## src/design/rwse_pkg.sv

```systemverilog
`timescale 1ns / 1ps
`default_nettype none
// ----------------------------------------------------------------------------
// rwse_pkg
// Types and constants shared by the run-length word stream expander.
// ----------------------------------------------------------------------------
package rwse_pkg;

  localparam int WORD_W = 16;
  localparam int LEN_W  = 5;
  localparam int REM_W  = 6;

  // Header bit positions within the low byte
  localparam int HDR_ZERO_BIT  = 7;
  localparam int HDR_ONES_BIT  = 6;
  localparam int HDR_DUMMY_BIT = 5;

  localparam logic [WORD_W-1:0] ZERO_VALUE = 16'd0;
  localparam logic [WORD_W-1:0] ONES_VALUE = 16'd255;

  // One run for the back end: a value repeated len_m1 + 1 times
  typedef struct packed {
    logic [WORD_W-1:0] value;
    logic [LEN_W-1:0]  len_m1;
  } rwse_cmd_t;

endpackage : rwse_pkg
`default_nettype wire

```

## src/design/rwse_front.sv

```systemverilog
`timescale 1ns / 1ps
`default_nettype none
// ----------------------------------------------------------------------------
// rwse_front
// Classifies each stream word as a literal or a header; literals and non-dummy
// fill headers become run commands. Tracks the literal run in progress.
// ----------------------------------------------------------------------------
module rwse_front
  import rwse_pkg::*;
(
  input  wire logic                     clk,
  input  wire logic                     rst,
  input  wire logic                     accept,
  input  wire logic signed [WORD_W-1:0] word_in,
  output rwse_cmd_t                     cmd,
  output logic                          cmd_valid
);

  logic             literal_active;
  logic             literal_active_next;
  logic [REM_W-1:0] literal_remaining;
  logic [REM_W-1:0] literal_remaining_next;
  logic [7:0]       hdr;
  logic             lit_on;

  always_comb begin
    hdr                    = word_in[7:0];
    lit_on                 = literal_active && (literal_remaining != '0);
    literal_active_next    = literal_active;
    literal_remaining_next = literal_remaining;
    cmd_valid              = 1'b0;
    cmd.value              = word_in;
    cmd.len_m1             = '0;
    if (lit_on) begin
      cmd_valid              = 1'b1;
      literal_remaining_next = literal_remaining - REM_W'(1);
      literal_active_next    = (literal_remaining != REM_W'(1));
    end else begin
      // clear a stale flag left with nothing remaining
      literal_active_next = 1'b0;
      if (hdr[HDR_ZERO_BIT]) begin
        cmd_valid  = !hdr[HDR_DUMMY_BIT];
        cmd.value  = ZERO_VALUE;
        cmd.len_m1 = hdr[LEN_W-1:0];
      end else if (hdr[HDR_ONES_BIT]) begin
        cmd_valid  = !hdr[HDR_DUMMY_BIT];
        cmd.value  = ONES_VALUE;
        cmd.len_m1 = hdr[LEN_W-1:0];
      end else if (!hdr[HDR_DUMMY_BIT]) begin
        literal_active_next    = 1'b1;
        literal_remaining_next = {1'b0, hdr[LEN_W-1:0]} + REM_W'(1);
      end
    end
  end

  always_ff @(posedge clk) begin
    if (rst) begin
      literal_active    <= 1'b0;
      literal_remaining <= '0;
    end else if (accept) begin
      literal_active    <= literal_active_next;
      literal_remaining <= literal_remaining_next;
    end
  end

`ifndef NO_ASSERTIONS
  // a literal header always opens a run of at least one word
  a_run_opens: assert property (@(posedge clk) disable iff (rst)
    (accept && !lit_on && literal_active_next) |=>
      (literal_remaining != '0 && literal_remaining <= REM_W'(32)))
    else $error("literal run length out of range");

  // a literal word never leaves a nonzero count with the flag down
  a_flag_count: assert property (@(posedge clk) disable iff (rst)
    (accept && lit_on) |=> (literal_active == (literal_remaining != '0)))
    else $error("literal flag and count disagree");
`endif

endmodule : rwse_front
`default_nettype wire

```

## src/design/rwse_queue.sv

```systemverilog
`timescale 1ns / 1ps
`default_nettype none
// ----------------------------------------------------------------------------
// rwse_queue
// Small command queue between the front and back ends.
// ----------------------------------------------------------------------------
module rwse_queue
  import rwse_pkg::*;
#(
  parameter int DEPTH = 4
) (
  input  wire logic clk,
  input  wire logic rst,
  input  wire logic wr,
  input  rwse_cmd_t wr_data,
  input  wire logic rd,
  output rwse_cmd_t rd_data,
  output logic      full,
  output logic      empty
);

  localparam int PTR_W = (DEPTH > 1) ? $clog2(DEPTH) : 1;
  localparam int CNT_W = $clog2(DEPTH + 1);

  rwse_cmd_t        mem [DEPTH];
  logic [PTR_W-1:0] wr_ptr;
  logic [PTR_W-1:0] rd_ptr;
  logic [CNT_W-1:0] count;

  assign full    = (count == CNT_W'(DEPTH));
  assign empty   = (count == '0);
  assign rd_data = mem[rd_ptr];

  always_ff @(posedge clk) begin
    if (wr) begin
      mem[wr_ptr] <= wr_data;
    end
  end

  always_ff @(posedge clk) begin
    if (rst) begin
      wr_ptr <= '0;
      rd_ptr <= '0;
      count  <= '0;
    end else begin
      if (wr) begin
        wr_ptr <= (wr_ptr == PTR_W'(DEPTH - 1)) ? '0 : wr_ptr + PTR_W'(1);
      end
      if (rd) begin
        rd_ptr <= (rd_ptr == PTR_W'(DEPTH - 1)) ? '0 : rd_ptr + PTR_W'(1);
      end
      if (wr && !rd) begin
        count <= count + CNT_W'(1);
      end else if (rd && !wr) begin
        count <= count - CNT_W'(1);
      end
    end
  end

`ifndef NO_ASSERTIONS
  a_no_overflow: assert property (@(posedge clk) disable iff (rst) !(wr && full))
    else $error("command queue overflow");

  a_no_underflow: assert property (@(posedge clk) disable iff (rst) !(rd && empty))
    else $error("command queue underflow");
`endif

endmodule : rwse_queue
`default_nettype wire

```

## src/design/rwse_back.sv

```systemverilog
`timescale 1ns / 1ps
`default_nettype none
// ----------------------------------------------------------------------------
// rwse_back
// Expands run commands into samples, one per cycle while not stalled by pop,
// into an output register.
module rwse_back
  import rwse_pkg::*;
(
  input  wire logic                     clk,
  input  wire logic                     rst,
  input  rwse_cmd_t                     q_data,
  input  wire logic                     q_empty,
  output logic                          q_rd,
  output logic signed [WORD_W-1:0]      sample_value,
  output logic                          run_last,
  output logic                          empty,
  input  wire logic                     pop
);

  logic              out_valid;
  logic              out_free;
  logic              cur_active;
  logic [WORD_W-1:0] cur_value;
  logic [LEN_W-1:0]  cur_rem;

  assign empty    = !out_valid;
  assign out_free = !out_valid || pop;
  assign q_rd     = out_free && !cur_active && !q_empty;

  always_ff @(posedge clk) begin
    if (rst) begin
      out_valid  <= 1'b0;
      cur_active <= 1'b0;
    end else if (out_free) begin
      if (cur_active) begin
        out_valid  <= 1'b1;
        cur_active <= (cur_rem != '0);
      end else if (!q_empty) begin
        out_valid  <= 1'b1;
        cur_active <= (q_data.len_m1 != '0);
      end else begin
        out_valid  <= 1'b0;
      end
    end
  end

  // payload: no reset
  always_ff @(posedge clk) begin
    if (out_free) begin
      if (cur_active) begin
        sample_value <= cur_value;
        run_last     <= (cur_rem == '0);
        cur_rem      <= cur_rem - LEN_W'(1);
      end else if (!q_empty) begin
        sample_value <= q_data.value;
        run_last     <= (q_data.len_m1 == '0);
        cur_value    <= q_data.value;
        cur_rem      <= q_data.len_m1 - LEN_W'(1);
      end
    end
  end

`ifndef NO_ASSERTIONS
  // the last sample of a run leaves no run in progress
  a_last_ends_run: assert property (@(posedge clk) disable iff (rst)
    (out_free && cur_active && cur_rem == '0) |=> (!cur_active && run_last))
    else $error("run did not end on its last sample");

  // a held result must not be overwritten by expansion
  a_hold: assert property (@(posedge clk) disable iff (rst)
    (out_valid && !pop) |=> (out_valid && $stable(cur_active)))
    else $error("expansion advanced while result stalled");
`endif

endmodule : rwse_back
`default_nettype wire

```

## src/design/rle_word_stream_expander_core.sv

```systemverilog
`timescale 1ns / 1ps
`default_nettype none
// ----------------------------------------------------------------------------
// rle_word_stream_expander_core
// Run-length word stream expander: fill headers become runs of 0 or 255,
// literal runs pass through word for word.
// ----------------------------------------------------------------------------
// An accepted item is written into the command queue, then loaded into the
// output register, from which it can be taken with pop.
// Throughput: literals 1 per cycle while the queue has room; a fill header
// gives N samples from the output register, one per cycle while pop keeps up.
// Input is taken while the command queue (QUEUE_DEPTH runs) has room.
// Reset: synchronous rst clears the literal state, the queue and output valid.
// ----------------------------------------------------------------------------
module rle_word_stream_expander_core
  import rwse_pkg::*;
#(
  parameter int QUEUE_DEPTH = 4
) (
  input  wire logic                     clk,
  input  wire logic                     rst,
  input  wire logic                     push,
  output logic                          full,
  input  wire logic signed [WORD_W-1:0] word_in,
  output logic                          empty,
  input  wire logic                     pop,
  output logic signed [WORD_W-1:0]      sample_value,
  output logic                          run_last
);

  rwse_cmd_t fe_cmd;
  logic      fe_cmd_valid;
  logic      accept;
  rwse_cmd_t q_data;
  logic      q_empty;
  logic      q_rd;

  assign accept = push && !full;

  rwse_front u_front (
    .clk       (clk),
    .rst       (rst),
    .accept    (accept),
    .word_in   (word_in),
    .cmd       (fe_cmd),
    .cmd_valid (fe_cmd_valid)
  );

  rwse_queue #(
    .DEPTH (QUEUE_DEPTH)
  ) u_queue (
    .clk     (clk),
    .rst     (rst),
    .wr      (accept && fe_cmd_valid),
    .wr_data (fe_cmd),
    .rd      (q_rd),
    .rd_data (q_data),
    .full    (full),
    .empty   (q_empty)
  );

  rwse_back u_back (
    .clk          (clk),
    .rst          (rst),
    .q_data       (q_data),
    .q_empty      (q_empty),
    .q_rd         (q_rd),
    .sample_value (sample_value),
    .run_last     (run_last),
    .empty        (empty),
    .pop          (pop)
  );

endmodule : rle_word_stream_expander_core
`default_nettype wire
```

## config.mk

```make
export PLATFORM = sky130hd
export DESIGN_NAME = rle_word_stream_expander_core
export DESIGN_NICKNAME = d
export VERILOG_FILES = /design/src/design/rwse_pkg.sv /design/src/design/rwse_front.sv /design/src/design/rwse_queue.sv /design/src/design/rwse_back.sv /design/src/design/rle_word_stream_expander_core.sv
export SDC_FILE = /design/constraint.sdc
export NUM_CORES = 1
export LEC_CHECK = 0
export BUFFER_PORTS_ARGS = -buffer_cell sky130_fd_sc_hd__buf_2
export CORE_UTILIZATION = 45
export DETAILED_ROUTE_END_ITERATION = 10
export PLACE_DENSITY = 0.71
export SLEW_MARGIN = 15
export SYNTH_ARGS = -nofsm -noshare
export SYNTH_HDL_FRONTEND = slang
export SYNTH_SLANG_ARGS = --single-unit
```

## constraint.sdc

```tcl
create_clock -name clk -period 8 [get_ports clk]
set_input_delay 1.6 -clock clk [delete_from_list [all_inputs] [get_ports clk]]
set_output_delay 1.6 -clock clk [all_outputs]
set_load 0.1 [all_outputs]
```

Word level (Yosys, flattened, before mapping)
Memory sizes are Yosys's and may differ from the RTL's. A register that Yosys moved wholly into a read port is not among the register bits.
Cells that the tools add are included.
{ "word_totals": {"ff_bits": 54, "ramBits": 84, "inputBits": 20, "out_inout_bits": 19, "elab_cells": 87, "mem_count": 1} }
{ "memory_table": {"columns": ["name", "depth", "word_bits", "read_ports", "rd_clocked_by_memory_dff", "write_ports", "line_no", "source"], "rows": [
  ["u_queue.mem", 4, 21, 1, 1, 1, "rwse_queue.sv:25", "rwse_cmd_t mem [DEPTH];"]
]} }
{ "op_classes": {"n_addsub": 8, "n_eq_ne": 8, "muxes": 32, "bitwise_logic": 2, "n_reduce_logical": 25} }
{ "ops": {"columns": ["operator", "count"], "rows": [
  ["21-bit 2-to-1 mux", 3],
  ["16-bit 2-to-1 mux", 2],
  ["6-bit 2-to-1 mux", 4],
  ["1-bit 2-to-1 mux", 15],
  ["5-bit zero test", 2],
  ["5-bit 2-to-1 mux", 2],
  ["5-bit nonzero test", 2],
  ["5-bit by 1-bit subtractor with 5-bit output (second input constant)", 2],
  ["2-bit 2-to-1 mux", 4],
  ["1-bit logical AND", 7],
  ["1-bit zero test", 7],
  ["5-bit by 1-bit adder with 6-bit output (second input constant)", 1],
  ["3-bit 2-to-1 mux", 2],
  ["2-bit by 1-bit inequality test with 1-bit output (second input constant)", 3],
  ["6-bit by 1-bit inequality test with 1-bit output (second input constant)", 1],
  ["6-bit nonzero test", 1],
  ["6-bit by 1-bit subtractor with 6-bit output (second input constant)", 1],
  ["2-bit by 1-bit adder with 2-bit output (second input constant)", 2],
  ["2-bit equality test (second input constant)", 2],
  ["4-bit AND reduction", 1],
  ["3-bit by 1-bit adder with 3-bit output (second input constant)", 1],
  ["3-bit equality test (second input constant)", 1],
  ["3-bit zero test", 1],
  ["3-bit AND reduction", 1],
  ["6 further kinds", 7]
]} }

Longest topological paths before layout
{ "depth": {"depth_word": 9, "ltp_mapped": 11, "mapped_depth_nobuf": 11} }

Hierarchy
From an unflattened synthesis, not the netlist that was laid out.
{ "unflattened": {"hier_cells": 349, "area_unflattened_um2": 5914.4} }
{ "by_module_without_submodules": {"columns": ["module", "n_inst", "cells_each", "area_per_inst_um2", "seq_area_each_um2"], "rows": [
  ["rwse_queue", 1, 153, 3472.1, 2702.6],
  ["rwse_back", 1, 88, 1619.1, 1181.1],
  ["rwse_front", 1, 106, 808.3, 140.1],
  ["rle_word_stream_expander_core", 1, 2, 15.0, 0.0]
]} }

Worst setup path before layout
OpenSTA, ideal clock, no wires.
{ "synth_timing": {"kind": "input to register", "from": "in pop", "to": "reg u_queue.count[2]", "setup_time_ns": 0.071, "t_arrival_ns": 4.142, "path_slack_ns": 3.788, "cell_stages": 9, "n_path_buf": 0, "path_cell_list": "nor2b_1 -> nor3_1 -> inv_1 -> ha_1 -> inv_1 -> fa_1 -> xor2_1 -> or3_1 -> a21oi_1"} }
{ "synth_between": {"elab_chain_cells": 6} }
{ "synth_rtl": {"columns": ["item", "line_no", "source"], "rows": [
  ["from (decl)", "rle_word_stream_expander_core.sv:26", "input wire logic pop,"],
  ["1-bit logical OR *", "rwse_back.sv:28", "assign out_free = !out_valid || pop;"],
  ["1-bit logical AND * (2 in a row)", "rwse_back.sv:29", "assign q_rd = out_free && !cur_active && !q_empty;"],
  ["1-bit zero test", "rwse_queue.sv:52", "if (wr && !rd) begin"],
  ["1-bit logical AND", "rwse_queue.sv:52", null],
  ["3-bit 2-to-1 mux / 2-bit nonzero test (equally long branches)", null, null],
  ["to (signal assigned)", "rwse_queue.sv:53", "count <= count + CNT_W'(1);"],
  ["to (signal assigned)", "rwse_queue.sv:55", "count <= count - CNT_W'(1);"],
  ["to (decl)", "rwse_queue.sv:28", "logic [CNT_W-1:0] count;"]
]} }
Mark *: on every way between the ends. The rest lies on a longest branch, timed or not.
A chain may end at the register's enable or synchronous reset.

Final worst setup path
{ "layout_timing": {"from": "in push", "to": "reg u_queue.count[2]"} }
{ "layout_between": {"elab_chain_cells": 5} }
{ "layout_rtl": {"columns": ["item", "line_no", "source"], "rows": [
  ["from (decl)", "rle_word_stream_expander_core.sv:22", "input wire logic push,"],
  ["1-bit logical AND *", "rle_word_stream_expander_core.sv:38", "assign accept = push && !full;"],
  ["1-bit logical AND *", "rle_word_stream_expander_core.sv:54", ".wr (accept && fe_cmd_valid),"],
  ["via u_queue.wr", "rwse_queue.sv:14", "input wire logic wr,"],
  ["1-bit zero test", "rwse_queue.sv:54", "end else if (rd && !wr) begin"],
  ["1-bit logical AND", "rwse_queue.sv:54", null],
  ["2-bit nonzero test (no line)", null, null]
]} }
The timed path passes the listed nets; every way through them passes the cells marked *.

==> impl_metrics.py <==
metrics = {
    "synth": {
        "synth_ff_type": "edfxtp_1",
        "ys_seq_area_share_pct": 67.6,
        "avgSynthCellArea_sq_um": 16.7,
        "ys_types": 54,
        "synthSimpleGateAreaFrac_pct": 7.70,
        "synth_edf_count": 122,
        "muxShareOfSynthArea_pct": 13.5,
        "synth_top_family_by_area": "multiplexers",
        "yosys_warnings": 0,
        "syn_inst": 357,
        "synthAdderAreaFrac_pct": 2.44,
        "async_reset_ff_share_pct": 0,
        "synth_top_cell_area_share_pct": 61.6,
        "synth_compound_area_share_pct": 5.30,
        "yosys.area_share.xor_xnor_pct": 1.18,
        "synth_area_sq_um": 5950,
        "syn_nets": 388,
        "synth.largest_area_cell": "edfxtp_1",
        "ys_ff_latch": 140,
        "synth.area.top_cells": "edfxtp_1 (62%), mux4_2 (7.9%), dfxtp_1 (6.1%), mux2_2 (3.2%), ha_1 (2.1%)",
    },
    "setup_path": {
        "crit_fanout": 13,
        "endpoint_kind": "flop",
        "cpPeakStageDelay_ns": 0.43,
        "cp_cell_sequence": "buf_2 -> nand2_1 -> a21oi_2 -> ha_1 -> inv_1 -> fa_1 -> xor2_1 -> or3_1 -> a21oi_1",
        "cp.arrival_ns": 3.73,
        "crit_slowest_cell": "a21oi_2",
        "worstSetupStartpointType": "input port",
        "required_ns": 8.34,
        "criticalPathCategory": "input port to flop",
        "reg2reg_depth": 11,
    },
    "clock_tree": {
        "htreeDepth": 4,
        "cts_buffers": 17,
        "cts_tree": "yes",
        "root_buffer": "clkbuf_16",
        "clock_sinks": 140,
        "cts_buffer_depth": 2,
        "cts_resized": 0,
        "hold_buffers": 0,
        "clkTransAtPathRegs_ns": 0.06,
        "cts_setup_buffers": 0,
        "clk_latency_ns": 0.42,
    },
    "placement": {
        "pre_cts_ws_ns": 4.18,
        "dpl-instance-area_sq_um": 6300,
        "gp_congestion": 0.783,
        "place_hpwl_um": 6920,
        "port_buffers": 38,
    },
    "timing": {
        "maxSlewViolCount": 0,
        "finalCritPeriodShare_pct": 42.4,
        "timing.fmax_ghz": 0.295,
        "hold_viol_final": 0,
        "post-route-min-period_ns": 3.39,
        "skew_ns": 0.00875,
        "fin_ws_ns": 4.61,
        "rsz0062_at_grt": "no",
        "worst_pin_slew_ns": 1.12,
        "setup_viol": 0,
        "setup_tns_ns": 0,
        "relSlewSlack_pct": 25.4,
    },
    "die": {
        "die_h_um": 117,
        "std_cell_rows": 41,
        "initial_core_util_pct": 46.6,
        "die_x_um": 117,
        "core-area_sq_um": 12800,
        "dieArea_sq_um": 13700,
        "pin_count": 39,
    },
    "final_layout": {
        "finalInstanceArea_sq_um": 6890,
        "insertedDiodeCount": 0,
        "syn_to_final_growth_pct": 15.9,
        "nets": 435,
        "layout-drive-gt1-share_pct": 29.0,
    },
    "detailed_routing": {
        "ant_nets": 0,
        "drc": 0,
        "wirelength_um": 10800,
        "drt_iter0_drc": 184,
        "drt_pre_antenna_iters": 5,
        "num_vias": 3269,
        "wire_per_inst_um": 18.3,
        "vias_per_cell": 5.55,
    },
    "flow_run": {
        "max-cap-violations": 0,
    },
    "grt": {
        "grt-ovfl-total": 0,
        "use_met3_pct": 4.94,
        "busiest_layer": "met2",
        "antenna_found_initial": 0,
        "first_global_vias": 3150,
        "grt_max_degree": 27,
        "grtUsageTotal_pct": 17.4,
        "grt_pass1_wl_um": 17000,
        "met1_usage_pct": 24.0,
        "grtUsageMet2_pct": 26.0,
    },
    "status": {
        "outcome": "finished, final reports clean",
    },
    "pwr": {
        "p_leak_nw": 2.33,
        "p_comb_share_pct": 33.6,
        "switchingPower_w": 0.00102,
        "power.internal_w": 0.00172,
        "p_seq_share_pct": 38.0,
        "powerDensity_nw_per_um2": 397,
        "peakVddDrop_v": 0.000143,
        "power_frac_clock_pct": 28.3,
        "p_sw_share_pct": 37.2,
    },
    "worst_hold_path": {
        "hold_path.class": "flop to flop",
        "hold_path_depth": 2,
    },
}
per-layer routing:
| layer | vias up | routed length [um] |
|---|---|---|
| li1 | 1497 | - |
| met1 | 1649 | 4950 |
| met2 | 104 | 5010 |
| met3 | 19 | 625 |
| met4 | 0 | 209 |
| met5 | - | 0 |
critical path: cells and delay by family:
kind | cells | cell delay (ns)
AND/OR/NAND/NOR | 2 | 0.58
XOR/XNOR | 1 | 0.17
adder cells (fa/ha/maj) | 2 | 0.63
AO/OA/AOI/OAI | 2 | 0.58
buffers and inverters | 2 | 0.16
power by group through the flow:
stage	Clock, W	Combinational (W)	Sequential [W]
after global routing	0.000816	0.000985	0.00105
after global placement	0	0.000911	0.00105
after floorplan	0	0.000435	0.00139
after detailed placement	0	0.000920	0.00106
final	0.000775	0.000921	0.00104
after CTS	0.000784	0.000925	0.00104
final cells by class:
| cell class | count | area, sq um |
|---|---|---|
| Timing Repair Buffer | 42 | 220 |
| Fill cell | 1005 | 5880 |
| Sequential cell | 140 | 4020 |
| Clock inverter | 12 | 140 |
| Multi-Input combinational cell | 191 | 1800 |
| Tap cell | 172 | 215 |
| Clock buffer | 20 | 447 |
| Inverter | 12 | 45.0 |
through the flow:
stage          hold slack [ns]  cells  util [%]  total power [W]
5_1_grt                  0.546    589      54.0          0.00286
6_report                 0.518    589      54.0          0.00274
2_1_floorplan            0.475    357         -          0.00182
3_5_place_dp             0.512    557      49.3          0.00198
3_3_place_gp             0.496    557      49.3          0.00196
4_1_cts                  0.521    589      53.9          0.00275
sequential cells by signal (all words and copies together) (netlist names), named ones only:
name,flops
u_back.cur_active,1
u_back.cur_rem,5
u_back.cur_value,16
u_back.out_valid,1
u_back.run_last,1
u_back.sample_value,16
u_front.literal_active,1
u_front.literal_remaining,6
u_queue.count,3
u_queue.mem,84
u_queue.rd_ptr,2
u_queue.wr_ptr,2
cell families (layout without fill, tap and decap cells):
group           count (synthesis)  after routing
flops                         140            140
simple gates                   81             81
mux                            50             50
compound gates                 41             41
buf+inv                        26             86
fa+ha+maj                      11             11
xor+xnor                        8              8
synth_stat cells, types with 7 or more instances:
cell type and n:
dfxtp_1 18, mux2_2 17, nand3_1 8, nand2b_1 7, edfxtp_1 122, ha_1 10
inv_1 12, nor2_1 16, mux2i_1 10, mux4_2 21, nor2b_1 12, and2_1 12
cells in the final DEF, fill, tap and decap left out, types with 5 or more instances in the layout:
cell | netlist | routed
o21a_1 | 6 | 6
inv_1 | 12 | 12
nand2b_1 | 7 | 7
and2_1 | 12 | 12
nor2_1 | 16 | 15
clkbuf_16 | 0 | 17
buf_2 | 5 | 38
a211oi_1 | 5 | 5
dfxtp_1 | 18 | 18
mux2_2 | 17 | 17
edfxtp_1 | 122 | 122
mux2i_1 | 10 | 10
ha_1 | 10 | 10
nor2b_1 | 12 | 12
mux4_2 | 21 | 21
nor4_1 | 5 | 5
a21oi_1 | 5 | 5
nand2_1 | 6 | 6
xnor2_1 | 5 | 5
nand3_1 | 8 | 8
worst paths after layout:
path | start | to | slack (ns)
worst max register to register | u_front.literal_remaining[0] | u_queue.count[2] | 5.04
worst max-delay path | push | u_queue.count[2] | 4.61
worst min-delay path | u_queue.wr_ptr[1] | u_queue.wr_ptr[1] | 0.52
worst min register to register | u_queue.wr_ptr[1] | u_queue.wr_ptr[1] | 0.52
Power figures use the tool's default switching activity.
